<file path="src/rtl/core/cmwc_pkg.sv">
package cmwc_pkg;

    localparam int WORD_W  = 32;
    localparam int CARRY_W = 15;
    localparam int PROD_W  = WORD_W + CARRY_W;

    localparam logic [CARRY_W-1:0] MUL_A      = 15'd18782;
    localparam logic [WORD_W-1:0]  COMP_R     = 32'hFFFF_FFFE;
    localparam logic [CARRY_W-1:0] SEED_CARRY = 15'd18781;
    localparam logic [WORD_W-1:0]  PHI_RESET  = 32'h9E37_79B9;

    typedef enum logic {
        OP_DRAW = 1'b0,
        OP_SEED = 1'b1
    } op_t;

    typedef enum logic [2:0] {
        ST_IDLE,
        ST_FILL,
        ST_RD,
        ST_MUL,
        ST_ADD,
        ST_OUT
    } state_t;

    typedef struct packed {
        logic [WORD_W-1:0]  entry;
        logic [CARRY_W-1:0] carry;
    } mwc_result_t;

endpackage

</file>
<file path="src/rtl/core/cmwc_mwc.sv">
module cmwc_mwc (
    input  logic                         aclk,
    input  logic                         load,
    input  logic [cmwc_pkg::WORD_W-1:0]  q,
    input  logic [cmwc_pkg::CARRY_W-1:0] carry,
    output cmwc_pkg::mwc_result_t        res
);
    import cmwc_pkg::*;

    logic [PROD_W-1:0]  t_reg;
    logic [PROD_W-1:0]  t_next;
    logic [CARRY_W-1:0] c_hi;
    logic [WORD_W:0]    sum;
    logic               wrap;
    logic [WORD_W-1:0]  x;

    // multiply stage: t = a*q + carry
    assign t_next = PROD_W'(MUL_A) * PROD_W'(q) + PROD_W'(carry);

    always_ff @(posedge aclk) begin
        if (load) begin
            t_reg <= t_next;
        end
    end

    // fold the high word back in; bump both on wrap
    assign c_hi = t_reg[PROD_W-1:WORD_W];
    assign sum  = {1'b0, t_reg[WORD_W-1:0]} + (WORD_W+1)'(c_hi);
    assign wrap = sum[WORD_W];
    assign x    = sum[WORD_W-1:0] + WORD_W'(wrap);

    assign res.entry = COMP_R - x;
    assign res.carry = c_hi + CARRY_W'(wrap);

endmodule

</file>
<file path="config.mk">
export PLATFORM = sky130hd
export DESIGN_NAME = cmwc_mwc
export DESIGN_NICKNAME = d
export VERILOG_FILES = /design/src/rtl/core/cmwc_pkg.sv /design/src/rtl/core/cmwc_mwc.sv
export SDC_FILE = /design/constraint.sdc
export NUM_CORES = 1
export LEC_CHECK = 0
export BUFFER_PORTS_ARGS = -buffer_cell sky130_fd_sc_hd__clkbuf_2
export CAP_MARGIN = 25
export CORE_ASPECT_RATIO = 0.8
export CORE_MARGIN = 2
export CORE_UTILIZATION = 40
export DETAILED_ROUTE_END_ITERATION = 10
export PLACE_DENSITY = 0.66
export SLEW_MARGIN = 15
export SYNTH_ARGS = -nofsm -noshare
export SYNTH_HDL_FRONTEND = slang
export SYNTH_SLANG_ARGS = --single-unit
</file>
<file path="constraint.sdc">
create_clock -name aclk -period 8.1 [get_ports aclk]
set_clock_uncertainty 0.15 [all_clocks]
set_input_delay 1.215 -clock aclk [delete_from_list [all_inputs] [get_ports aclk]]
set_output_delay 1.215 -clock aclk [all_outputs]
set_load 0.05 [all_outputs]
</file>
==> metrics.md <==
| Metric | Value |
|---|---|
| Asr flop ratio synth | `0%` |
| Die Ht | `approximately 170 µm` |
| Root Driver | `clkbuf_16` |
| Drt first pass iters | `5` |
| Routed Antenna Nets | `0` |
| I/O pin cnt | `96` |
| CTS sink cnt | `47` |
| Input/output buffers | `between 90 and 100` |
| Cell with the most instances after synthesis | `inv_1` |
| Area of the multi-input gates | `~12000 µm²` |
| Number of max-cap violations | `0` |
| WP data required | `7.98 ns` |
| Fmax | `129.9 MHz` |
| Setup CP Type | `in2reg` |
| Inserted Clock Buffers | `5` |
| FF+latch area | `around 1400 µm²` |
| Minimum clock period | `7.699 ns` |
| Share of cells above drive strength 1 | `11.37%` |
| Final layout net count | `about 2200` |
| Syn Area/Cell | `8.947 µm²` |
| Top cells by area, synth | `fa_1, ha_1, edfxtp_1` |
| RD Place Congestion | `between 0.9 and 1` |
| Remaining Overflow, GRT | `0` |
| Crit path DAT | `approximately 7.6 ns` |
| Hold Buf Count CTS | `0` |
| Register area share after synthesis | `under 10%` |
| Mapped Area | `14420 µm²` |
| Vias in the first global route | `around 12000` |
| Status | `completed` |
| Routed via count | `around 12000` |
| Register bit total from synthesis | `47` |
| Tot GR Track Use | `19.56%` |
| CP Launch Type | `input pin` |
| Slew headroom | `51.25%` |
| Fill cell count | `between 3000 and 4000` |
| Core Rows | `62` |
| Non-filler cells in the finished layout | `between 2000 and 2500` |
| Dpl cells | `2209` |
| Largest net degree at the start of global routing | `48` |
| Worst setup EP type | `register` |
| Drc violations | `0` |
| Wire per inst | `about 16 µm` |
| CTS tree | `built` |
| Initial antenna violation count | `0` |
| Final Hold Viols | `0` |
| Ys Warns | `0` |
| Cells after synthesis | `around 1600` |
| Crit share post-route | `a little over nine tenths` |
| Slew Limit Fails | `0` |
| First-pass GRT wire length | `60220 µm` |
| Worst Tran Pin Value | `0.7236 ns` |
| Full die area | `between 30000 and 40000 µm²` |
| Top_reg_cell synth | `edfxtp_1` |
| Cell accounting for the most synthesized area | `fa_1` |
| Post-synth top area share | `about a quarter` |
| Clk buf depth | `2` |
| Setup TNS | `0 ns` |
| H-tree depth | `2` |
| Total core area | `35680 µm²` |
| Util after Layout | `between 40 and 50%` |
| Hold Path Class | `in2reg` |
| Post-synth cell types | `84` |
| Largest register FFs | `47` |
| Hpwl dp | `~32000 µm` |
| Vias per std cell | `5.219` |
| Post-synth EDFFs | `47` |
| 1st-iter DRT viols | `~730` |
| Clock-pin slew on the worst setup and hold paths | `roughly 0.06 ns` |
| Setup Viol. Count Final | `0` |
| Initial Util | `approximately two fifths` |
| Antenna diodes | `0` |
| Area Overhead vs Synth | `10.92%` |
| Post-Syn Nets | `between 2000 and 2500` |
| DIE WIDTH | `roughly 220 µm` |
| DRT Wirelength | `35970 µm` |
| Max FO, Critical Path | `7` |
| Most frequent cells after synthesis | `inv_1, ha_1, fa_1` |
-- timing repair --
item | in CTS | in global routing
setup buffers | 0 | 1
setup endpoints to repair | 0 | 4
gates resized for setup | 0 | 4
-- cells by family (layout without fill, tap and decap cells) --
group	Yosys count	in the layout	synth area share (%)
XOR/XNOR	124	124	7.626
buffers and inverters	338	468	8.953
flip-flops	47	47	9.786
AND/OR/NAND/NOR	379	379	14.04
AO/OA/AOI/OAI	301	301	14.15
multiplexers	6	6	0.4251
adder cells (fa/ha/maj)	417	417	45.02
-- final timing paths --
check | start | to | slack, ns | cells after the start
max | q[7] | t_reg[46]$_DFFE_PP_ | 0.40 | 26
min | carry[0] | t_reg[0]$_DFFE_PP_ | 0.96 | 1
-- layout make-up --
class | count | area share (%)
Clock buffer | 5 | 0.7821
Clock inverter | 3 | 0.4223
Inverter | 311 | 7.297
Multi-Input combinational cell | 1227 | 73.39
Sequential cell | 47 | 8.822
Tap cell | 480 | 3.754
Timing Repair Buffer | 149 | 5.537
-- through the flow --
| stage | hold WS (ns) | instance area, µm² | setup slack, ns |
|---|---|---|---|
| floorplan | 1.164 | 14420 | 0.5443 |
| global placement | 1.258 | 15740 | 0.1556 |
| detailed placement | 1.254 | 15740 | 0.03364 |
| CTS | 0.9559 | 15940 | 0.3335 |
| global route | 0.9670 | 16000 | -0.01047 |
| finish | 0.9591 | 16000 | 0.4010 |
-- metal layers --
metal	up-vias	wire, µm	global-route usage (%)
met5	-	0	0
met4	0	439	3.796
met3	26	1541	1.772
met2	248	15790	30.97
met1	5549	18200	29.16
li1	5774	-	-
-- critical path: stages --
cell and delay, ns:
clkbuf_2 0.14, ha_1 0.30, inv_1 0.05, fa_1 0.51, inv_1 0.06, fa_1 0.46
ha_1 0.33, fa_1 0.53, inv_1 0.05, fa_1 0.49, inv_1 0.04, ha_1 0.38
a21oi_1 0.25, o21ai_0 0.16, a31oi_1 0.25, xnor2_1 0.13, ha_1 0.37, a21o_1 0.14
a21oi_1 0.09, nor2b_1 0.16, a21oi_1 0.19, nand3_1 0.20, nor4_4 0.37, nand4_2 0.16
nor4_2 0.27, xnor3_1 0.27
-- layout by cell type, fill, tap and decap left out, types with 6 or more instances in the layout --
master	n
inv_1	309
ha_1	247
fa_1	170
clkbuf_2	98
nand2_1	87
a21oi_1	83
nor2_1	83
xnor2_1	78
o21ai_0	61
buf_4	50
edfxtp_1	47
xor2_1	45
nand3_1	40
nor3_1	28
a21o_1	21
nand4_1	20
nor2b_1	17
a211oi_1	15
or3_1	13
and3_1	13
a31oi_1	11
a21boi_0	11
o211ai_1	10
and2_1	10
nand2b_1	8
o31ai_1	7
and4_1	7
o21bai_1	7
nor4_1	6
o2111ai_1	6
nor3b_1	6
nor4_2	6
or2_2	6
o21a_1	6
Power is not shown: default switching activity piles up to over one toggle a cycle in this logic, so the estimate is an artifact.
